<file path="src/button_press_duration_classifier_unit_macros.svh">
// Assertion macros for the button press duration classifier.
// Used by the RTL files that carry concurrent checks; no other dependencies.
`ifndef BUTTON_PRESS_DURATION_CLASSIFIER_UNIT_MACROS_SVH
`define BUTTON_PRESS_DURATION_CLASSIFIER_UNIT_MACROS_SVH

// Same-cycle implication, clocked on clock, quiet during reset.
`define BPDC_ASSERT_IMP(lbl, ante, cons, msg) \
   lbl: assert property (@(posedge clock) disable iff (reset) (ante) |-> (cons)) \
      else $error(msg);

// Next-cycle implication, clocked on clock, quiet during reset.
`define BPDC_ASSERT_NXT(lbl, ante, cons, msg) \
   lbl: assert property (@(posedge clock) disable iff (reset) (ante) |=> (cons)) \
      else $error(msg);

`endif

</file>
<file path="src/bpdc_pkg.sv">
// Shared types and constants for the button press duration classifier.
// No dependencies; imported by bpdc_alu and the top level.
`default_nettype none

package bpdc_pkg;

   localparam int NUM_BUTTONS = 8;
   localparam int TIME_BITS   = 32;
   localparam int BTN_W       = $clog2(NUM_BUTTONS);
   localparam int CNT_W       = $clog2(NUM_BUTTONS + 1);
   localparam int CFG_W       = 16;
   localparam int CSR_IDX_W   = 3;
   localparam int MASK_W      = 8;
   localparam int ACT_W       = 4;

   // Register indexes of the configuration port
   localparam logic [CSR_IDX_W-1:0] REG_DEBOUNCE    = 3'd0;
   localparam logic [CSR_IDX_W-1:0] REG_SHORT_HOLD  = 3'd1;
   localparam logic [CSR_IDX_W-1:0] REG_LONG_HOLD   = 3'd2;
   localparam logic [CSR_IDX_W-1:0] REG_PRESS_MASK  = 3'd3;
   localparam logic [CSR_IDX_W-1:0] REG_SHORT_MASK  = 3'd4;
   localparam logic [CSR_IDX_W-1:0] REG_LONG_MASK   = 3'd5;
   localparam logic [CSR_IDX_W-1:0] REG_ACTIVE      = 3'd6;

   // Per-button class codes
   localparam logic [2:0] CLS_RELEASING = 3'd0;
   localparam logic [2:0] CLS_PRESSING  = 3'd1;
   localparam logic [2:0] CLS_PRESS     = 3'd2;
   localparam logic [2:0] CLS_SHORT     = 3'd3;
   localparam logic [2:0] CLS_LONG      = 3'd4;

   // Reported event codes
   localparam logic [1:0] EVT_PRESS = 2'd0;
   localparam logic [1:0] EVT_SHORT = 2'd1;
   localparam logic [1:0] EVT_LONG  = 2'd2;
   localparam logic [1:0] EVT_NONE  = 2'd3;

   // Reset values of the configuration registers
   localparam logic [CFG_W-1:0] DEBOUNCE_RST = 16'd50;
   localparam logic [CFG_W-1:0] SHORT_RST    = 16'd1000;
   localparam logic [CFG_W-1:0] LONG_RST     = 16'd3000;

   typedef enum logic {
      ALU_SUB = 1'b0,
      ALU_GT  = 1'b1
   } alu_op_type;

   typedef struct packed {
      alu_op_type           op;
      logic [TIME_BITS-1:0] a;
      logic [TIME_BITS-1:0] b;
   } alu_req_type;

   typedef struct packed {
      logic                 gt;
      logic [TIME_BITS-1:0] diff;
   } alu_res_type;

endpackage

`default_nettype wire

</file>
<file path="src/bpdc_alu.sv">
// Shared subtract/compare unit: one TIME_BITS-wide subtractor.
// Depends on bpdc_pkg for the request and result structs.
`default_nettype none

module bpdc_alu (
   input  bpdc_pkg::alu_req_type req,
   output bpdc_pkg::alu_res_type res
);
   import bpdc_pkg::*;

   logic [TIME_BITS-1:0] lhs;
   logic [TIME_BITS-1:0] rhs;
   logic [TIME_BITS:0]   wide;

   // Compare a > b as the borrow out of b - a.
   always_comb begin
      if (req.op == ALU_SUB) begin
         lhs = req.a;
         rhs = req.b;
      end else begin
         lhs = req.b;
         rhs = req.a;
      end
      wide     = {1'b0, lhs} - {1'b0, rhs};
      res.diff = wide[TIME_BITS-1:0];
      res.gt   = wide[TIME_BITS];
   end

endmodule

`default_nettype wire

</file>
<file path="src/button_press_duration_classifier_unit.sv">
// Button press duration classifier. An item is taken when start is high and busy is low;
// busy then stays high until the item is done. An edge item first forms the gap (an
// edge on a button not in use ends there), then makes up to three compares
// (debounce, long hold, short hold), all through the single shared subtractor in bpdc_alu.
// A scan item visits the N buttons in turn, N being the active button count capped at
// NUM_BUTTONS, then makes one end check and one flush. Reports leave on rsp_valid, at
// most one per cycle, each for a single cycle; the receiver cannot stall them. The last
// report of a scan is marked by rsp_last_of_scan.
`default_nettype none

module button_press_duration_classifier_unit (
   input  wire                              clock,
   input  wire                              reset,
   input  wire                              start,
   output logic                             busy,
   input  wire                              req_kind,
   input  wire  [bpdc_pkg::BTN_W-1:0]       req_button_index,
   input  wire  [bpdc_pkg::TIME_BITS-1:0]   req_timestamp_ms,
   output logic                             rsp_valid,
   output logic [bpdc_pkg::BTN_W-1:0]       rsp_event_button,
   output logic [1:0]                       rsp_event_class,
   output logic                             rsp_last_of_scan,
   input  wire                              csr_we,
   input  wire  [bpdc_pkg::CSR_IDX_W-1:0]   csr_index,
   input  wire  [bpdc_pkg::CFG_W-1:0]       csr_wdata
);
   import bpdc_pkg::*;

   `include "button_press_duration_classifier_unit_macros.svh"

   typedef enum logic [6:0] {
      S_IDLE  = 7'b0000001,
      S_GAP   = 7'b0000010,
      S_DEB   = 7'b0000100,
      S_LONG  = 7'b0001000,
      S_SHORT = 7'b0010000,
      S_SCAN  = 7'b0100000,
      S_FLUSH = 7'b1000000
   } state_type;

   state_type state_ff, state_in;

   // Configuration
   logic [CFG_W-1:0]  debounce_ff, short_ff, long_ff;
   logic [MASK_W-1:0] pmask_ff, smask_ff, lmask_ff;
   logic [ACT_W-1:0]  active_ff;

   // Per-button state
   logic [2:0]           cls_ff  [NUM_BUTTONS];
   logic [TIME_BITS-1:0] time_ff [NUM_BUTTONS];
   logic                 cls_we, time_we;
   logic [2:0]           cls_in;

   // Item latches
   logic [BTN_W-1:0]     idx_ff, idx_in;
   logic [TIME_BITS-1:0] ts_ff, ts_in;
   logic [TIME_BITS-1:0] gap_ff, gap_in;
   logic [CNT_W-1:0]     scan_ff, scan_in;

   // Report held back until the next one or the end of the scan
   logic             pend_vld_ff, pend_vld_in;
   logic [BTN_W-1:0] pend_btn_ff, pend_btn_in;
   logic [1:0]       pend_cls_ff, pend_cls_in;

   logic             rsp_valid_ff, rsp_valid_in;
   logic [BTN_W-1:0] rsp_btn_ff, rsp_btn_in;
   logic [1:0]       rsp_cls_ff, rsp_cls_in;
   logic             rsp_last_ff, rsp_last_in;

   logic [CNT_W-1:0] eff_cnt;
   logic [BTN_W-1:0] rd_idx;
   logic [2:0]       rd_cls;
   logic [1:0]       evt_code;
   logic             evt_bit;
   logic             classified;

   alu_req_type alu_req;
   alu_res_type alu_res;

   bpdc_alu u_alu (
      .req (alu_req),
      .res (alu_res)
   );

   assign eff_cnt = (int'(active_ff) > NUM_BUTTONS) ? CNT_W'(NUM_BUTTONS) : CNT_W'(active_ff);
   assign rd_idx  = (state_ff == S_SCAN) ? scan_ff[BTN_W-1:0] : idx_ff;
   assign rd_cls  = cls_ff[rd_idx];

   always_comb begin
      classified = 1'b0;
      evt_code   = EVT_NONE;
      evt_bit    = 1'b0;
      case (rd_cls)
         CLS_PRESS: begin
            classified = 1'b1;
            evt_code   = EVT_PRESS;
            evt_bit    = pmask_ff[rd_idx];
         end
         CLS_SHORT: begin
            classified = 1'b1;
            evt_code   = EVT_SHORT;
            evt_bit    = smask_ff[rd_idx];
         end
         CLS_LONG: begin
            classified = 1'b1;
            evt_code   = EVT_LONG;
            evt_bit    = lmask_ff[rd_idx];
         end
         default: begin
            classified = 1'b0;
         end
      endcase
   end

   // Operand steering for the shared unit
   always_comb begin
      alu_req.op = ALU_SUB;
      alu_req.a  = ts_ff;
      alu_req.b  = time_ff[idx_ff];
      unique case (state_ff)
         S_DEB: begin
            alu_req.op = ALU_GT;
            alu_req.a  = gap_ff;
            alu_req.b  = TIME_BITS'(debounce_ff);
         end
         S_LONG: begin
            alu_req.op = ALU_GT;
            alu_req.a  = gap_ff;
            alu_req.b  = TIME_BITS'(long_ff);
         end
         S_SHORT: begin
            alu_req.op = ALU_GT;
            alu_req.a  = gap_ff;
            alu_req.b  = TIME_BITS'(short_ff);
         end
         default: begin
            alu_req.op = ALU_SUB;
         end
      endcase
   end

   always_comb begin
      state_in    = state_ff;
      idx_in      = idx_ff;
      ts_in       = ts_ff;
      gap_in      = gap_ff;
      scan_in     = scan_ff;
      pend_vld_in = pend_vld_ff;
      pend_btn_in = pend_btn_ff;
      pend_cls_in = pend_cls_ff;
      rsp_valid_in = 1'b0;
      rsp_btn_in   = rsp_btn_ff;
      rsp_cls_in   = rsp_cls_ff;
      rsp_last_in  = 1'b0;
      cls_we  = 1'b0;
      cls_in  = CLS_RELEASING;
      time_we = 1'b0;

      unique case (state_ff)
         S_IDLE: begin
            if (start) begin
               idx_in  = req_button_index;
               ts_in   = req_timestamp_ms;
               scan_in = '0;
               state_in = req_kind ? S_SCAN : S_GAP;
            end
         end
         S_GAP: begin
            // Drop edges on buttons that are not in use.
            if ({1'b0, idx_ff} < eff_cnt) begin
               gap_in   = alu_res.diff;
               time_we  = 1'b1;
               state_in = S_DEB;
            end else begin
               state_in = S_IDLE;
            end
         end
         S_DEB: begin
            state_in = S_IDLE;
            if (alu_res.gt) begin
               if (rd_cls == CLS_RELEASING) begin
                  cls_we = 1'b1;
                  cls_in = CLS_PRESSING;
               end else if (rd_cls == CLS_PRESSING) begin
                  state_in = S_LONG;
               end
            end
         end
         S_LONG: begin
            if (alu_res.gt) begin
               cls_we   = 1'b1;
               cls_in   = CLS_LONG;
               state_in = S_IDLE;
            end else begin
               state_in = S_SHORT;
            end
         end
         S_SHORT: begin
            cls_we   = 1'b1;
            cls_in   = alu_res.gt ? CLS_SHORT : CLS_PRESS;
            state_in = S_IDLE;
         end
         S_SCAN: begin
            if (scan_ff < eff_cnt) begin
               if (classified) begin
                  cls_we = 1'b1;
                  cls_in = CLS_RELEASING;
                  if (evt_bit) begin
                     // Release the held report; it is not the last one.
                     rsp_valid_in = pend_vld_ff;
                     rsp_btn_in   = pend_btn_ff;
                     rsp_cls_in   = pend_cls_ff;
                     pend_vld_in  = 1'b1;
                     pend_btn_in  = rd_idx;
                     pend_cls_in  = evt_code;
                  end
               end
               scan_in = scan_ff + 1'b1;
            end else begin
               state_in = S_FLUSH;
            end
         end
         S_FLUSH: begin
            rsp_valid_in = pend_vld_ff;
            rsp_btn_in   = pend_btn_ff;
            rsp_cls_in   = pend_cls_ff;
            rsp_last_in  = 1'b1;
            pend_vld_in  = 1'b0;
            state_in     = S_IDLE;
         end
         default: begin
            state_in = S_IDLE;
         end
      endcase
   end

   always_ff @(posedge clock) begin
      if (reset) begin
         state_ff     <= S_IDLE;
         pend_vld_ff  <= 1'b0;
         rsp_valid_ff <= 1'b0;
         debounce_ff  <= DEBOUNCE_RST;
         short_ff     <= SHORT_RST;
         long_ff      <= LONG_RST;
         pmask_ff     <= '0;
         smask_ff     <= '0;
         lmask_ff     <= '0;
         active_ff    <= '0;
         for (int i = 0; i < NUM_BUTTONS; i++) begin
            cls_ff[i]  <= CLS_RELEASING;
            time_ff[i] <= '0;
         end
      end else begin
         state_ff     <= state_in;
         pend_vld_ff  <= pend_vld_in;
         rsp_valid_ff <= rsp_valid_in;
         if (cls_we) begin
            cls_ff[rd_idx] <= cls_in;
         end
         if (time_we) begin
            time_ff[idx_ff] <= ts_ff;
         end
         if (csr_we) begin
            unique case (csr_index)
               REG_DEBOUNCE:   debounce_ff <= csr_wdata;
               REG_SHORT_HOLD: short_ff    <= csr_wdata;
               REG_LONG_HOLD:  long_ff     <= csr_wdata;
               REG_PRESS_MASK: pmask_ff    <= csr_wdata[MASK_W-1:0];
               REG_SHORT_MASK: smask_ff    <= csr_wdata[MASK_W-1:0];
               REG_LONG_MASK:  lmask_ff    <= csr_wdata[MASK_W-1:0];
               REG_ACTIVE:     active_ff   <= csr_wdata[ACT_W-1:0];
               default: begin
               end
            endcase
         end
      end
   end

   always_ff @(posedge clock) begin
      idx_ff      <= idx_in;
      ts_ff       <= ts_in;
      gap_ff      <= gap_in;
      scan_ff     <= scan_in;
      pend_btn_ff <= pend_btn_in;
      pend_cls_ff <= pend_cls_in;
      rsp_btn_ff  <= rsp_btn_in;
      rsp_cls_ff  <= rsp_cls_in;
      rsp_last_ff <= rsp_last_in;
   end

   assign busy             = (state_ff != S_IDLE);
   assign rsp_valid        = rsp_valid_ff;
   assign rsp_event_button = rsp_btn_ff;
   assign rsp_event_class  = rsp_cls_ff;
   assign rsp_last_of_scan = rsp_last_ff;

   `BPDC_ASSERT_NXT(a_accept_busy, start && !busy, busy, "accepted item did not raise busy")
   `BPDC_ASSERT_IMP(a_mid_scan_busy, rsp_valid && !rsp_last_of_scan, busy,
                    "non-final report after scan ended")
   `BPDC_ASSERT_IMP(a_idle_no_pending, state_ff == S_IDLE, !pend_vld_ff,
                    "report left pending after scan")
   `BPDC_ASSERT_IMP(a_valid_code, rsp_valid, rsp_event_class != EVT_NONE,
                    "report carries no event class")

endmodule

`default_nettype wire
</file>
<file path="config.mk">
export PLATFORM = sky130hd
export DESIGN_NAME = button_press_duration_classifier_unit
export DESIGN_NICKNAME = d
export VERILOG_FILES = /design/src/bpdc_pkg.sv /design/src/bpdc_alu.sv /design/src/button_press_duration_classifier_unit.sv
export VERILOG_INCLUDE_DIRS = /design/src /design/src/src
export SDC_FILE = /design/constraint.sdc
export NUM_CORES = 1
export LEC_CHECK = 0
export ABC_AREA = 0
export BUFFER_PORTS_ARGS = -buffer_cell sky130_fd_sc_hd__buf_4
export CAP_MARGIN = 20
export CORE_MARGIN = 2
export CORE_UTILIZATION = 37
export DETAILED_ROUTE_END_ITERATION = 7
export GPL_TIMING_DRIVEN = 0
export SETUP_SLACK_MARGIN = 0.5
export SLEW_MARGIN = 20
export SYNTH_ARGS = -nofsm -noshare
export SYNTH_HDL_FRONTEND = slang
export SYNTH_SLANG_ARGS = --single-unit
export TNS_END_PERCENT = 20
</file>
<file path="constraint.sdc">
create_clock -name clock -period 5 [get_ports clock]
set_input_delay 0.75 -clock clock [delete_from_list [all_inputs] [get_ports clock]]
set_output_delay 0.75 -clock clock [all_outputs]
set_load 0.05 [all_outputs]
</file>
==> flow_summary.yaml <==
outcome:
  status: "finished, violations left"
  violations: "negative setup slack"
clocking:
  cts_tree: "yes"
  root_buffer: "clkbuf_16"
  htreeDepth: 2
  cts_made_buffers: 50
  hold_buffers: 0
  numClockSinks: 450
  ctsLongestPathBuffers: 3
  clk_latency_ns: 0.61
  clkSlewWorstSetupHoldPaths_ns: 0.06
layout:
  final_cell_count_no_fill: 2767
  fillCellCount: 5305
  area_delta_synth_final_pct: 21.0
  n_antenna_cell: 0
  finalInstanceArea_um2: 26100
  utilization: 0.452
  final_nets: 2061
  drive_above_1_share: 0.205
detailed_routing:
  drt-initial-drc-count: 1241
  wl_per_cell_um: 22.5
  vias: 15100
  first_pass_iters: 6
  viasPerCell: 5.47
  antenna_left: 0
  drc_errors: 0
  wirelength_um: 62300
floorplan:
  die_w_um: 245
  dieArea_um2: 60200
  fp.coreArea_um2: 57700
  dieHeight_um: 245
  ioPinCount: 67
  num_rows: 88
  initial_core_util: 0.374
yosys:
  synth-seq-area-share: 0.586
  synthFlopType: "edfxtp_1"
  netlist_area_um2: 21600
  avgSynthCellArea_um2: 12.1
  synth.top_cell.area_share: 0.503
  ys_ff_latch: 450
  synth_top_area_cell: "edfxtp_1"
  netlist_top_cells_count: "edfxtp_1, and2_1, nand2_1"
  ys_types: 80
  yosysMostFrequentCell: "edfxtp_1"
  synth_edf_count: 361
  synthArstFlopShare: 0
  yosys-top-cells-area: "edfxtp_1, dfxtp_1, and2_1"
  ys_warn_count: 0
  syn_inst: 1787
  synth_fp_nets: 1885
placement:
  gp_congestion: 0.921
  hpwl_um: 42700
  dpl_cell_area_um2: 23500
  port_buffers: 66
  dp.cells: 2632
sta:
  report.final.setup_viol: 38
  fin_crit_ns: 5.14
  skew_ns: 0.0324
  worstMarginPinSlew_ns: 1.23
  setup_ws_ns: -0.137
  slew_viol_final: 0
  hold_viol_final: 0
  fmax_mhz: 195
  relSlewSlack: 0.178
  rsz0062_at_grt: "true"
  finalCritPeriodShare: 1.03
  hold_ws_ns: 0.330
flow_run:
  drv_cap: 0
worst_setup_path:
  crit_arrival_ns: 5.48
  rrSetupSlack_ns: -0.14
  cp_max_fo: 10
  end_kind: "flop"
  startpoint_type: "flop"
  crit_type: "flop to flop"
  worst_ep_required_time_ns: 5.34
pwr:
  ir_drop_uv: 257
  leakage_uw: 0.00962
  p_per_area_nw_per_um2: 375
global_routing:
  antenna_found_initial: 0
  grt_max_degree: 33
  overflow: 0
  grt_pass1_vias: 15400
  grt_pass1_wl_um: 93900
  grt_usage: 0.206
hold_path:
  holdCritPathClass: "input pin to flop"
[critical path, cell delays in order (launching register included)]
cell       delay, ns
dfxtp_2         0.34
buf_8           0.13
nor4_4          0.05
nor2b_4         0.13
nor3b_4         0.16
clkbuf_8        0.18
buf_8           0.16
a222oi_1        0.84
nand2_4         0.11
buf_6           0.16
buf_4           0.13
buf_4           0.13
buf_4           0.12
buf_4           0.12
buf_4           0.12
buf_4           0.12
buf_4           0.12
ha_1            0.27
nor2b_4         0.15
o2111ai_2       0.16
nand3_2         0.18
and2_4          0.19
a31oi_4         0.09
o41a_1          0.43
o21bai_1        0.18
xor2_1          0.10
[per-layer routing]
metal,global-route usage,routed length [um],up-vias
li1,-,-,6945
met1,0.270,26100,7555
met2,0.348,30300,503
met3,0.0259,3570,125
met4,0.0827,2390,0
met5,0,0,-
[worst paths after layout]
path | cells after the start | endpoint | startpoint
setup / recovery | 25 | gap_ff[23]$_DFFE_PP_ | state_ff[3]$_SDFFE_PP0P_
hold / removal | 1 | ts_ff[15]$_DFFE_PP_ | req_timestamp_ms[15]
setup reg to reg | 25 | gap_ff[23]$_DFFE_PP_ | state_ff[3]$_SDFFE_PP0P_
hold reg to reg | 0 | rsp_event_button[2]$_DFFE_PP_ | pend_btn_ff[2]$_DFFE_PP_
[metrics by stage]
stage,TNS [ns],total power [uW],worst slack [ns]
after global routing,-8.05,10200,-0.245
after floorplan,0,5530,0.365
after CTS,-1.36,9740,-0.0789
after detailed placement,-48.07,6060,-1.25
after global placement,-473.21,6000,-2.33
final,-3.70,9780,-0.137
[logic make-up after synthesis]
group / Yosys count / synth area share
multiplexers: 110 / 0.0896
adder cells (fa/ha/maj): 39 / 0.0230
flip-flops: 450 / 0.586
AND/OR/NAND/NOR: 739 / 0.179
buffers and inverters: 123 / 0.0225
AO/OA/AOI/OAI: 297 / 0.0883
XOR/XNOR: 29 / 0.0118
[flip-flops by register name, indices dropped and copies added (netlist names), named ones only]
register,cells
gap_ff,32
pmask_ff,8
lmask_ff,8
long_ff,16
debounce_ff,16
pend_btn_ff,3
short_ff,16
ts_ff,32
pend_vld_ff,1
rsp_valid,1
smask_ff,8
idx_ff,3
cls_ff,24
state_ff,7
scan_ff,4
pend_cls_ff,2
rsp_last_of_scan,1
active_ff,4
time_ff,256
rsp_event_class,2
rsp_event_button,3
[cell usage in the layout (no fill, tap or decap), types with 54 or more instances in the layout]
cell / n
a21oi_1: 92
and2_1: 260
buf_4: 108
clkbuf_1: 68
clkbuf_16: 54
dfxtp_1: 83
edfxtp_1: 361
mux4_2: 66
nand2_1: 236
nor2_1: 59
[layout make-up]
cell class	count	area, um^2	share of cell area
Inverter	23	86.3	0.00331
Timing Repair Buffer	124	1230	0.0471
Clock inverter	29	218	0.00835
Multi-Input combinational cell	1214	9060	0.347
Clock buffer	62	1330	0.0509
Sequential cell	450	12600	0.484
Buffer	100	572	0.0219
Tap cell	765	957	0.0367
[power by group]
group | switching [uW] | leakage, uW | internal (uW)
sequential | 101 | 0.00435 | 4230
combinational | 1080 | 0.00451 | 836
clock | 1540 | 0.000752 | 1990
total | 2720 | 0.00962 | 7060
[what timing repair did]
item,in CTS,in global routing
gates resized for setup,116,40
gates cloned,0,1
setup endpoints to repair,66,65
pin swaps,33,40
setup buffers,28,14
Note: power is estimated with default switching activity, not from simulation.
